## src/rtl/core/lcsl_pkg.sv

```systemverilog
// Package for the longest common substring length engine.
// Holds sizes, the request codes and the token that moves along the cell chain.
// No dependencies.
package lcsl_pkg;

  // Capacity of the reference store and width of one element
  localparam int MAX_LEN    = 1024;
  localparam int ELEM_WIDTH = 16;

  // Port field widths
  localparam int IN_ELEM_W  = 16;
  localparam int REQ_W      = 2;
  localparam int LEN_W      = $clog2(MAX_LEN + 1);
  localparam int IDX_W      = (MAX_LEN > 1) ? $clog2(MAX_LEN) : 1;
  localparam int OUT_DATA_W = ((LEN_W + 1 + 7) / 8) * 8;

  typedef logic [ELEM_WIDTH-1:0] elem_t;
  typedef logic [LEN_W-1:0]      len_t;
  typedef logic [IDX_W-1:0]      idx_t;

  // Request codes carried on s_tuser
  typedef enum logic [REQ_W-1:0] {
    REQ_CLEAR = 2'd0,
    REQ_LOAD  = 2'd1,
    REQ_QUERY = 2'd2
  } req_t;

  // One token per stage of the chain
  typedef struct packed {
    logic  vld;
    req_t  kind;
    elem_t elem;   // reference or query element
    idx_t  idx;    // target cell of a load
    len_t  diag;   // previous cell's length before this query
    len_t  best;   // running maximum of this query
    logic  ovf;    // overflow flag at the time the query entered
  } tok_t;

endpackage

```

## src/rtl/core/lcsl_tail.sv

```systemverilog
// Output stage at the end of the chain: job-wide best length and result register.
// Depends on lcsl_pkg.
module lcsl_tail (
  input  logic            clk,
  input  logic            rst,
  input  logic            adv,
  input  lcsl_pkg::tok_t  tok_in,
  output logic            out_vld,
  output lcsl_pkg::len_t  out_best,
  output logic            out_ovf
);

  lcsl_pkg::len_t best;
  lcsl_pkg::len_t merged;

  assign merged = (tok_in.best > best) ? tok_in.best : best;

  // Best length and result valid
  always_ff @(posedge clk) begin
    if (rst) begin
      out_vld <= 1'b0;
      best    <= '0;
    end else if (adv) begin
      out_vld <= tok_in.vld && (tok_in.kind == lcsl_pkg::REQ_QUERY);
      if (tok_in.vld) begin
        case (tok_in.kind)
          lcsl_pkg::REQ_CLEAR: best <= '0;
          lcsl_pkg::REQ_QUERY: best <= merged;
          default: begin
          end
        endcase
      end
    end
  end

  // Result payload
  always_ff @(posedge clk) begin
    if (adv && tok_in.vld && (tok_in.kind == lcsl_pkg::REQ_QUERY)) begin
      out_best <= merged;
      out_ovf  <= tok_in.ovf;
    end
  end

endmodule
```

## config.mk

```make
export PLATFORM = sky130hd
export DESIGN_NAME = lcsl_tail
export DESIGN_NICKNAME = d
export VERILOG_FILES = /design/src/rtl/core/lcsl_pkg.sv /design/src/rtl/core/lcsl_tail.sv
export SDC_FILE = /design/constraint.sdc
export NUM_CORES = 1
export LEC_CHECK = 0
export ABC_CLOCK_PERIOD_IN_PS = 3800
export BUFFER_PORTS_ARGS = -buffer_cell sky130_fd_sc_hd__buf_2
export CAP_MARGIN = 20
export CORE_MARGIN = 10
export CORE_UTILIZATION = 41
export DETAILED_ROUTE_END_ITERATION = 10
export PLACE_DENSITY_LB_ADDON = 0.15
export RECOVER_POWER = 25
export SLEW_MARGIN = 40
export SYNTH_ARGS = -nofsm -noshare
export SYNTH_HDL_FRONTEND = slang
export SYNTH_SLANG_ARGS = --single-unit
```

## constraint.sdc

```tcl
create_clock -name clk -period 3.8 [get_ports clk]
set_input_delay 0.19 -clock clk [delete_from_list [all_inputs] [get_ports clk]]
set_output_delay 0.19 -clock clk [all_outputs]
set_load 0.02 [all_outputs]
```

==> flow_summary.json <==
{
  "status": "finished clean",
  "yosys_most_used_dff": "edfxtp_1",
  "r2r-start": "best[7]$_SDFFE_PP0P_",
  "synthCells": 106,
  "path_clk_slew_ns": 0.13,
  "max_freq_mhz": 368.3,
  "critical-path-top-delay-family": "compound AO/OA/AOI/OAI gates",
  "r2r_end": "out_best[7]$_DFFE_PP_",
  "p_comb_share_pct": 13.8,
  "relSlewSlack_pct": 59.84,
  "yosys.area.top_type": "edfxtp_1",
  "yosysSeqAreaShare_pct": 48.10,
  "timing.hold.ws_ns": 0.04417,
  "clock_sinks": 24,
  "fillers": 274,
  "grtUsageMet2_pct": 16.67,
  "hp-class": "input port to flip-flop",
  "cp_max_fo": 14,
  "core-area_sq_um": 2829,
  "overflow": 0,
  "cts-root-buf": "clkbuf_4",
  "routed_wl_mm": 2.531,
  "synth_seq_cells": 24,
  "antenna_found_initial": 0,
  "yosys_warnings": 0,
  "whs_endpoint": "out_ovf$_DFFE_PP_",
  "via_per_inst": 5.473,
  "layout.cells.non_filler": 169,
  "period_needed_ns": 2.716,
  "maxSlewViolCount": 0,
  "antenna_left": 0,
  "pin_count": 68,
  "cp-end-kind": "flip-flop",
  "hold_path_depth": 1,
  "worstMarginPinSlew_ns": 0.6025,
  "clockBufferDepth": 2,
  "start_kind": "flip-flop",
  "netlist_area_sq_um": 1249,
  "drt_iter0_drc": 44,
  "seqPwrFrac_pct": 52.2,
  "area_growth_pct": 18.84,
  "peakVddDrop_mv": 0.1747,
  "grtUsageMet1_pct": 11.06,
  "switching_share_pct": 21.97,
  "grt_pass1_vias": 982,
  "yosys-top-cells-count": "inv_1 (15), dfxtp_1 (12), edfxtp_1 (12), ha_1 (11), mux2_2 (11)",
  "pwr-share-clk_pct": 34.0,
  "cp_cell_sequence": "inv_1 -> ha_1 -> nand3_1 -> a211oi_2 -> o21bai_1 -> o22ai_1 -> buf_4 -> mux2_2",
  "cap_violations": 0,
  "total_power_w": 0.0005363,
  "place.gp.congestion": 0.7611,
  "drt-pass1-iter-count": 4,
  "yosys.cell_types.count": 27,
  "async_flop_share_pct": 0,
  "r2r.worst_path.cells": 8,
  "avgSynthCellArea_sq_um": 11.78,
  "finalSetupViolCount": 0,
  "intPower_w": 0.0004185,
  "synth_fp_nets": 172,
  "vias": 925,
  "die_x_microns": 75.19,
  "cts_hold_buf": 0,
  "avgRoutedWirePerCell_microns": 14.98,
  "r2r_slack_ns": 1.08,
  "cp.required_ns": 3.88,
  "cp.depth": 8,
  "max_stage_delay_ns": 0.52,
  "htreeDepth": 1,
  "seqCellArea_sq_um": 600.6,
  "ctsResizeCount": 0,
  "track_usage_pct": 9.552,
  "synth_edf_count": 12,
  "worst_path_max_delay_cell": "o22ai_1",
  "worstSetupPathType": "flip-flop to flip-flop",
  "insertion_delay_ns": 0.31,
  "start_util_pct": 44.14,
  "port_buffers": 30,
  "fin_tns_setup_ns": 0,
  "num_antenna_cells": 0,
  "synth.most_common_cell": "inv_1",
  "fin_crit_sh_pct": 71.46,
  "num_rows": 19,
  "grt_pass1_wl_mm": 4.298,
  "worstHoldStart": "tok_in[0]",
  "worst-path-buf-inv": 2,
  "arrival_ns": 2.80,
  "grt.busiest_layer": "met2",
  "hpwlAfterDp_mm": 1.962,
  "synthDominantCellAreaShare_pct": 28.86,
  "cts_buffers": 3,
  "finClkSkew_ns": 0.006611,
  "p_sw_w": 0.0001178,
  "cts_tree": "built",
  "drive_gt1_share_pct": 36.96,
  "p_per_area_nw_per_um2": 361.4,
  "dieArea_sq_um": 5653,
  "grt_max_degree": 15,
  "multi_input_area_sq_um": 578.1,
  "use_met3_pct": 3.022,
  "rsz0062_at_grt": "no",
  "p_leak_nw": 0.5968,
  "nNetsFinal": 205,
  "netlist_top_cells_area": "edfxtp_1 (29%), dfxtp_1 (19%), ha_1 (11%), mux2_2 (9.9%), a32o_1 (8.0%)",
  "dp_cells": 165,
  "hold_violations": 0,
  "drc": 0,
  "post_cts_buffers": 0,
  "dieHeight_microns": 75.19
}
-- placed cells by master, fill, tap and decap left out, types with 2 or more instances in the layout --
cell type,count
dfxtp_1,12
edfxtp_1,12
ha_1,11
a21o_1,2
nand3b_1,2
a32o_1,10
buf_2,30
a211oi_2,2
nand2_1,3
mux2_2,11
o21ai_0,2
nand3_1,3
inv_1,15
a21oi_1,6
clkbuf_4,3
-- power groups by stage --
stage / clock network, W / logic [W] / registers (W)
6_report: 0.000182 / 0.0000740 / 0.000280
5_1_grt: 0.000199 / 0.0000845 / 0.000281
2_1_floorplan: 0 / 0.0000459 / 0.000289
3_3_place_gp: 0 / 0.0000727 / 0.000286
4_1_cts: 0.000188 / 0.0000751 / 0.000280
3_5_place_dp: 0 / 0.0000745 / 0.000286
-- per-layer routing --
| metal | wire, microns | up-vias |
|---|---|---|
| li1 | - | 467 |
| met1 | 1136 | 436 |
| met2 | 1236 | 20 |
| met3 | 146 | 2 |
| met4 | 12 | 0 |
| met5 | 0 | - |
-- logic make-up (layout without fill, tap and decap cells) --
logic type | Yosys count | after routing | share of synthesized area (%)
buffers and inverters | 18 | 50 | 5.811
AO/OA/AOI/OAI | 27 | 27 | 18.24
flip-flops | 24 | 24 | 48.10
multiplexers | 11 | 11 | 9.920
AND/OR/NAND/NOR | 15 | 15 | 6.914
adder cells (fa/ha/maj) | 11 | 11 | 11.02
-- final cells by class --
type	count	area share, %
clock buffer	3	1.518
clock inverter	1	2.024
inverter	15	3.794
multi-input combinational	64	38.95
sequential	24	40.47
tap	31	2.614
timing repair buffer	31	10.62
-- worst max-delay path by stage --
stage	start	end	slack [ns]
4_1_cts	best[6]$_SDFFE_PP0P_	out_best[7]$_DFFE_PP_	1.05
5_1_grt	best[7]$_SDFFE_PP0P_	out_best[3]$_DFFE_PP_	0.81
3_5_place_dp	best[6]$_SDFFE_PP0P_	out_best[9]$_DFFE_PP_	1.08
2_1_floorplan	best[7]$_SDFFE_PP0P_	out_best[0]$_DFFE_PP_	1.71
3_3_place_gp	best[7]$_SDFFE_PP0P_	out_best[8]$_DFFE_PP_	1.13
6_report	best[7]$_SDFFE_PP0P_	out_best[7]$_DFFE_PP_	1.08
-- registers in the layout, indices dropped and copies added, names as in the netlist --
register / count
best: 11
out_best: 11
out_ovf: 1
out_vld: 1
-- stage by stage --
step,utilization [%],worst slack (ns),instance area (sq um)
4_1_cts,52.37,1.048,1481
3_5_place_dp,50.51,1.080,1429
5_1_grt,52.45,0.8050,1484
2_1_floorplan,-,1.710,1249
6_report,52.45,1.084,1484
3_3_place_gp,50.51,1.134,1429
Note: power is estimated with default switching activity, not from simulation.
