<file path="src/rtl/core/lcsl_pkg.sv">
// Package for the longest common substring length engine.
// Holds sizes, the request codes and the token that moves along the cell chain.
// No dependencies.
package lcsl_pkg;

  // Capacity of the reference store and width of one element
  localparam int MAX_LEN    = 1024;
  localparam int ELEM_WIDTH = 16;

  // Port field widths
  localparam int IN_ELEM_W  = 16;
  localparam int REQ_W      = 2;
  localparam int LEN_W      = $clog2(MAX_LEN + 1);
  localparam int IDX_W      = (MAX_LEN > 1) ? $clog2(MAX_LEN) : 1;
  localparam int OUT_DATA_W = ((LEN_W + 1 + 7) / 8) * 8;

  typedef logic [ELEM_WIDTH-1:0] elem_t;
  typedef logic [LEN_W-1:0]      len_t;
  typedef logic [IDX_W-1:0]      idx_t;

  // Request codes carried on s_tuser
  typedef enum logic [REQ_W-1:0] {
    REQ_CLEAR = 2'd0,
    REQ_LOAD  = 2'd1,
    REQ_QUERY = 2'd2
  } req_t;

  // One token per stage of the chain
  typedef struct packed {
    logic  vld;
    req_t  kind;
    elem_t elem;   // reference or query element
    idx_t  idx;    // target cell of a load
    len_t  diag;   // previous cell's length before this query
    len_t  best;   // running maximum of this query
    logic  ovf;    // overflow flag at the time the query entered
  } tok_t;

endpackage

</file>
<file path="src/rtl/core/lcsl_cell.sv">
// One cell of the match-length chain: holds a reference element and its run length.
// Depends on lcsl_pkg.
module lcsl_cell (
  input  logic            clk,
  input  logic            rst,
  input  logic            adv,
  input  lcsl_pkg::idx_t  cell_index,
  input  lcsl_pkg::tok_t  tok_in,
  output lcsl_pkg::tok_t  tok_out
);

  lcsl_pkg::elem_t ref_elem;
  logic            ref_vld;
  logic            ref_vld_next;
  lcsl_pkg::len_t  len;
  lcsl_pkg::len_t  len_next;
  lcsl_pkg::len_t  nv;
  lcsl_pkg::tok_t  tok_next;
  logic            load_here;

  assign load_here = tok_in.vld && (tok_in.kind == lcsl_pkg::REQ_LOAD) &&
                     (tok_in.idx == cell_index);

  // New length: diagonal plus one on a match, zero otherwise
  assign nv = (ref_vld && (ref_elem == tok_in.elem)) ?
              tok_in.diag + lcsl_pkg::LEN_W'(1) : '0;

  // Token update and cell state update
  always_comb begin
    tok_next     = tok_in;
    len_next     = len;
    ref_vld_next = ref_vld;
    if (tok_in.vld) begin
      case (tok_in.kind)
        lcsl_pkg::REQ_CLEAR: begin
          ref_vld_next = 1'b0;
          len_next     = '0;
        end
        lcsl_pkg::REQ_LOAD: begin
          if (load_here) begin
            ref_vld_next = 1'b1;
            len_next     = '0;
          end
        end
        lcsl_pkg::REQ_QUERY: begin
          len_next      = nv;
          tok_next.diag = len;
          tok_next.best = (nv > tok_in.best) ? nv : tok_in.best;
        end
        default: begin
        end
      endcase
    end
  end

  always_ff @(posedge clk) begin
    if (rst) begin
      tok_out <= '0;
      ref_vld <= 1'b0;
      len     <= '0;
    end else if (adv) begin
      tok_out <= tok_next;
      ref_vld <= ref_vld_next;
      len     <= len_next;
    end
  end

  // Reference element, written by the load that targets this cell
  always_ff @(posedge clk) begin
    if (adv && load_here) begin
      ref_elem <= tok_in.elem;
    end
  end

endmodule

</file>
<file path="config.mk">
export PLATFORM = sky130hd
export DESIGN_NAME = lcsl_cell
export DESIGN_NICKNAME = d
export VERILOG_FILES = /design/src/rtl/core/lcsl_pkg.sv /design/src/rtl/core/lcsl_cell.sv
export SDC_FILE = /design/constraint.sdc
export NUM_CORES = 1
export LEC_CHECK = 0
export BUFFER_PORTS_ARGS = -buffer_cell sky130_fd_sc_hd__buf_2
export CAP_MARGIN = 20
export CORE_UTILIZATION = 50
export CTS_CLUSTER_DIAMETER = 60
export DETAILED_ROUTE_END_ITERATION = 12
export GPL_ROUTABILITY_DRIVEN = 0
export HOLD_SLACK_MARGIN = 0.15
export MAX_ROUTING_LAYER = met4
export PLACE_DENSITY = 0.79
export SYNTH_ARGS = -nofsm -noshare
export SYNTH_HDL_FRONTEND = slang
export SYNTH_SLANG_ARGS = --single-unit
</file>
<file path="constraint.sdc">
create_clock -name clk -period 7.28 [get_ports clk]
set_input_delay 1.456 -clock clk [delete_from_list [all_inputs] [get_ports clk]]
set_output_delay 1.456 -clock clk [all_outputs]
set_load 0.01 [all_outputs]
</file>
==> results of run 1 <==
## critical path: stages
cell	delay, ps
buf_2	120
xor2_1	160
nor4_1	450
nand2_1	120
or4_4	630
nor2_1	150
ha_1	150
nand2_1	60
o21ai_0	170
or3b_1	360
a21oi_1	360
and2_1	430
o221ai_1	160
## logic make-up after synthesis
group,count (synthesis),share of synthesized area [%]
AO/OA/AOI/OAI,44,9.27
flip-flops,80,48.0
AND/OR/NAND/NOR,127,16.1
buffers and inverters,29,3.34
XOR/XNOR,35,8.35
adder cells (fa/ha/maj),12,4.09
multiplexers,40,10.9
## flip-flops by register name, indices dropped and copies added (netlist names)
name / flops
ref_vld: 1
tok_out: 52
len: 11
ref_elem: 16
## per-layer routing
metal	up-vias	global-route usage, %	share of wire, %
li1	1522	-	-
met4	0	7.60	1.1
met2	117	37.8	46
met5	-	-	0
met3	9	5.28	7.0
met1	1436	29.5	46
## cells in the final DEF (no fill, tap or decap), types with 2 or more instances in the layout
cell type / instances
a211oi_1: 12
a21oi_1: 4
and2_1: 2
and3_1: 3
and4_1: 2
buf_2: 116
clkbuf_8: 9
dfxtp_1: 64
edfxtp_1: 16
ha_1: 12
inv_1: 11
inv_6: 3
mux2i_1: 40
nand2_1: 28
nand2b_1: 2
nand3_1: 10
nand3b_1: 2
nand4_1: 7
nor2_1: 56
nor3_1: 5
nor4_1: 2
o211ai_1: 2
o21ai_0: 2
o221ai_1: 9
o2bb2ai_1: 11
xnor2_1: 20
xor2_1: 15
## per-stage QoR
step / hold WS (ps) / util [%]
after CTS: 463 / 64.8
after global placement: 440 / 61.9
final: 460 / 64.8
after floorplan: 432 / -
after detailed placement: 442 / 61.9
after global routing: 486 / 64.8
## cells in the mapped netlist (3+ instances only)
cell,instances,area (um2)
a21oi_1,4,20.0
o221ai_1,9,78.8
xnor2_1,20,175
nand2_1,28,105
buf_2,5,25.0
mux2i_1,40,400
dfxtp_1,64,1280
nor3_1,5,25.0
a211oi_1,12,90.1
and3_1,3,18.8
nand3_1,10,50.1
o2bb2ai_1,11,96.3
ha_1,12,150
edfxtp_1,16,480
nor2_1,56,210
nand4_1,7,43.8
inv_1,11,41.3
xor2_1,15,131
clkbuf_1,12,45.0
## worst max path at each step
| stage | startpoint | to | cells after the start |
|---|---|---|---|
| finish | tok_in[44] | tok_out[3] | 13 |
| global route | tok_in[45] | tok_out[3] | 13 |
| CTS | tok_in[44] | tok_out[3] | 13 |
| detailed placement | tok_in[44] | tok_out[10] | 13 |
| global placement | tok_in[44] | tok_out[7] | 13 |
| floorplan | tok_in[44] | tok_out[8] | 14 |
## cell type report
class | count | area share (%)
Multi-Input combinational cell | 258 | 39.7
Inverter | 11 | 0.918
Tap cell | 96 | 2.67
Clock inverter | 7 | 1.72
Sequential cell | 80 | 39.2
Timing Repair Buffer | 117 | 13.1
Clock buffer | 9 | 2.75
## power breakdown
group	switching [mW]	leakage, nW	internal (mW)
Clock	0.174	0.101	0.162
Combinational	0.0688	1.31	0.0537
Sequential	0.00834	0.670	0.469
==> impl_metrics.env, run 1 <==
export IMPL_final_cell_area_mm2=0.00450
export IMPL_endpoint_kind="register"
export IMPL_htreeDepth=3
export IMPL_synthArstFlopShare_pct=0
export IMPL_layout_nets=554
export IMPL_num_vias=3084
export IMPL_min_from="tok_out[1]"
export IMPL_worstPathArrival_ps=4770
export IMPL_maxSlewViolCount=0
export IMPL_clk_latency_ps=360
export IMPL_die_area_mm2=0.00769
export IMPL_wl_per_cell_um=14.4
export IMPL_reg2reg_to="tok_out[3]"
export IMPL_max_cap_violations=0
export IMPL_setup_worst_path_class="in -> reg"
export IMPL_status="completed"
export IMPL_rr_worst_depth=12
export IMPL_p_leak_nw=2.08
export IMPL_hp_class="reg -> reg"
export IMPL_skew_ps=11.2
export IMPL_area_growth_pct=22.6
export IMPL_worst_pin_slew_ps=962
export IMPL_start_util_pct=52.9
export IMPL_num_rows=30
export IMPL_clock_sinks=80
export IMPL_stdcell_count=578
export IMPL_drc_errors=0
export IMPL_reg2reg_slack_ps=3550
export IMPL_ff_latch_area_mm2=0.00176
export IMPL_postCtsSetupBuffers=0
export IMPL_multi_input_area_mm2=0.00179
export IMPL_firstDrtPassIters=4
export IMPL_seq_area_frac_synth_pct=48.0
export IMPL_dpl_hpwl_um=6050
export IMPL_r2r_start="ref_elem[11]"
export IMPL_fp_dieH_um=87.7
export IMPL_avgSynthCellArea_um2=10.0
export IMPL_whs_endpoint="tok_out[1]"
export IMPL_cp_start_kind="input pin"
export IMPL_ys_types=39
export IMPL_fin_crit_ps=4560
export IMPL_layout_drive_gt1_share_pct=28.2
export IMPL_cts_hold_buf=0
export IMPL_antenna_found_initial=0
export IMPL_synth_ff_type="dfxtp_1"
export IMPL_track_usage_pct=23.6
export IMPL_rsz0062_at_grt="no"
export IMPL_numPortBuffers=116
export IMPL_p_per_area_mw_per_mm2=208
export IMPL_first_iter_violations=146
export IMPL_place_area_mm2=0.00430
export IMPL_place_inst=562
export IMPL_grt_max_degree=59
export IMPL_yosys_warnings=0
export IMPL_place_ws_ps=2450
export IMPL_peakVddDrop_mv=0.130
export IMPL_syn_area_mm2=0.00367
export IMPL_wirelength_um=8310
export IMPL_cts_made_buffers=9
export IMPL_clk_pin_slew_ps=80
export IMPL_syn_num_nets=444
export IMPL_total_power_mw=0.935
export IMPL_gr_total_overflow=0
export IMPL_synth_edf_count=16
export IMPL_grt_pass1_vias=2858
export IMPL_holdPathStages=2
export IMPL_cts_path_max_buffers=2
export IMPL_fillCellCount=579
export IMPL_slew_headroom_pct=35.5
export IMPL_crit_fanout=11
export IMPL_fmax_ghz=0.219
export IMPL_synth_seq_cells=80
export IMPL_drt_vias_per_instance=5.34
export IMPL_min_period_over_period_pct=62.6
export IMPL_post_cts_resized=0
export IMPL_fin_ws_ps=2720
export IMPL_cts_root_buf="clkbuf_8"
export IMPL_die_w_um=87.7
export IMPL_setup_tns_ps=0
export IMPL_cts_tree="built"
export IMPL_core_area_mm2=0.00694
export IMPL_hold_viol=0
export IMPL_drtAntennaViolNets=0
export IMPL_synthesis_instances=367
export IMPL_setup_viol=0
export IMPL_ios=117
export IMPL_insertedDiodeCount=0
export IMPL_grt_first_pass_wirelength_um=13500
export IMPL_cp_required_ps=7500
(Power assumes the default switching activity.)
==> run 2: changes to the inputs <==
==> constraint.sdc (replaced) <==
create_clock -name clk -period 4.2 [get_ports clk]
set_input_delay 0.84 -clock clk [delete_from_list [all_inputs] [get_ports clk]]
set_output_delay 0.84 -clock clk [all_outputs]
set_load 0.01 [all_outputs]
==> impl_metrics.env, run 2 (same netlist as run 1, synthesis figures left out) <==
export IMPL_stdcell_count=580
export IMPL_met2_usage_pct=38.6
export IMPL_switching_share_pct=26.8
export IMPL_clk_latency_ps=350
export IMPL_internal_power_mw=1.19
export IMPL_cts_tree="built"
export IMPL_max_flop_register="tok_out"
export IMPL_slew_headroom_pct=32.7
export IMPL_setup_worst_path_class="in -> reg"
export IMPL_final_cell_mix="buf_2 (116), dfxtp_1 (64), nor2_1 (56)"
export IMPL_place_ws_ps=165
export IMPL_fin_ws_ps=400
export IMPL_peakVddDrop_mv=0.245
export IMPL_skew_ps=10.4
export IMPL_drt_vias_per_instance=5.34
export IMPL_fp_dieH_um=87.7
export IMPL_drtAntennaViolNets=0
export IMPL_num_rows=30
export IMPL_grt_pass1_vias=2950
export IMPL_numPortBuffers=116
export IMPL_p_per_area_mw_per_mm2=359
export IMPL_dpl_hpwl_um=6230
export IMPL_hold_viol=0
export IMPL_fin_crit_ps=3800
export IMPL_largest_reg_flops=52
export IMPL_worst_pin_slew_ps=1000
export IMPL_insertedDiodeCount=0
export IMPL_cts_made_buffers=9
export IMPL_p_comb_share_pct=13.1
export IMPL_cp_required_ps=4460
export IMPL_grt_busiest_layer="met2"
export IMPL_final_common_cell="buf_2"
export IMPL_post_cts_resized=0
export IMPL_first_iter_violations=170
export IMPL_postCtsSetupBuffers=0
export IMPL_layout_nets=556
export IMPL_place_inst=564
export IMPL_start_util_pct=52.9
export IMPL_firstDrtPassIters=4
export IMPL_clock_power_share_pct=35.9
export IMPL_use_met3_pct=5.84
export IMPL_clock_sinks=80
export IMPL_area_growth_pct=23.0
export IMPL_track_usage_pct=23.7
export IMPL_ios=117
export IMPL_cts_path_max_buffers=2
export IMPL_wl_per_cell_um=14.5
export IMPL_die_area_mm2=0.00769
export IMPL_die_w_um=87.7
export IMPL_status="completed"
export IMPL_biggestRegsByFlops="tok_out x52, ref_elem x16, len x11"
export IMPL_cts_root_buf="clkbuf_8"
export IMPL_setup_viol=0
export IMPL_grt_first_pass_wirelength_um=13800
export IMPL_wirelength_um=8400
export IMPL_grt_max_degree=47
export IMPL_core_area_mm2=0.00694
export IMPL_setup_tns_ps=0
export IMPL_fillCellCount=590
export IMPL_postLayoutCoreUtil_pct=65.0
export IMPL_endpoint_kind="register"
export IMPL_final_cell_area_mm2=0.00452
export IMPL_seqPwrFrac_pct=51.0
export IMPL_timing_hold_ws_ps=465
export IMPL_worstPathArrival_ps=4060
export IMPL_fmax_ghz=0.263
export IMPL_total_power_mw=1.62
export IMPL_cts_hold_buf=0
export IMPL_htreeDepth=3
export IMPL_cp_start_kind="input pin"
export IMPL_min_period_over_period_pct=90.5
export IMPL_rsz0062_at_grt="no"
export IMPL_hp_class="reg -> reg"
export IMPL_p_leak_nw=2.09
export IMPL_place_area_mm2=0.00431
export IMPL_met1_usage_pct=30.3
export IMPL_layout_drive_gt1_share_pct=28.5
export IMPL_gr_total_overflow=0
export IMPL_crit_fanout=11
export IMPL_drc_errors=0
export IMPL_clk_pin_slew_ps=90
export IMPL_maxSlewViolCount=0
export IMPL_num_vias=3099
export IMPL_antenna_found_initial=0
export IMPL_max_cap_violations=0
export IMPL_power_net_switching_mw=0.435
[run 2: cell types whose count changed in the layout (fill, tap and decap cells not counted)]
cell	delta
buf_4	+2
clkinv_2	-1
clkinv_4	+1
clkinvlp_4	+1
inv_6	-1
[run 2: final timing paths]
path	from	to	slack [ps]	depth (start not counted)
setup / recovery	tok_in[44]	tok_out[1]	400	14
hold / removal	len[0]	len[0]	470	1
setup reg to reg	ref_elem[11]	tok_out[1]	620	13
hold reg to reg	len[0]	len[0]	470	1
[run 2: area by class of cell]
type / instances / area [um2] / share of cell area (%)
Multi-Input combinational cell: 258 / 1790 / 39.6
Inverter: 11 / 41.3 / 0.914
Timing Repair Buffer: 119 / 603 / 13.4
Clock inverter: 7 / 80.1 / 1.77
Clock buffer: 9 / 124 / 2.74
Tap cell: 96 / 120 / 2.66
Sequential cell: 80 / 1760 / 39.0
[run 2: worst max-delay path, cell delays in order]
cell	delay (ps)
buf_2	120
xor2_1	150
nor4_1	480
nand2_1	140
or4_4	630
nor2_1	140
ha_1	160
nand2_1	70
o21ai_0	150
or3b_1	360
a21oi_1	190
buf_4	180
nand3_2	200
o221ai_1	260
[run 2: metal layers]
layer / share of wire (%) / wire length [um]
met2: 46 / 3850
met4: 0.76 / 64
met5: 0 / 0
met3: 7.6 / 640
met1: 46 / 3840
[run 2: power groups by stage]
stage               combinational [mW]  clock, mW  sequential, mW
finish                           0.213      0.582           0.827
global route                     0.236      0.625           0.831
CTS                              0.214      0.592           0.827
detailed placement               0.214          0           0.845
global placement                 0.208          0           0.844
floorplan                       0.0997          0           0.860
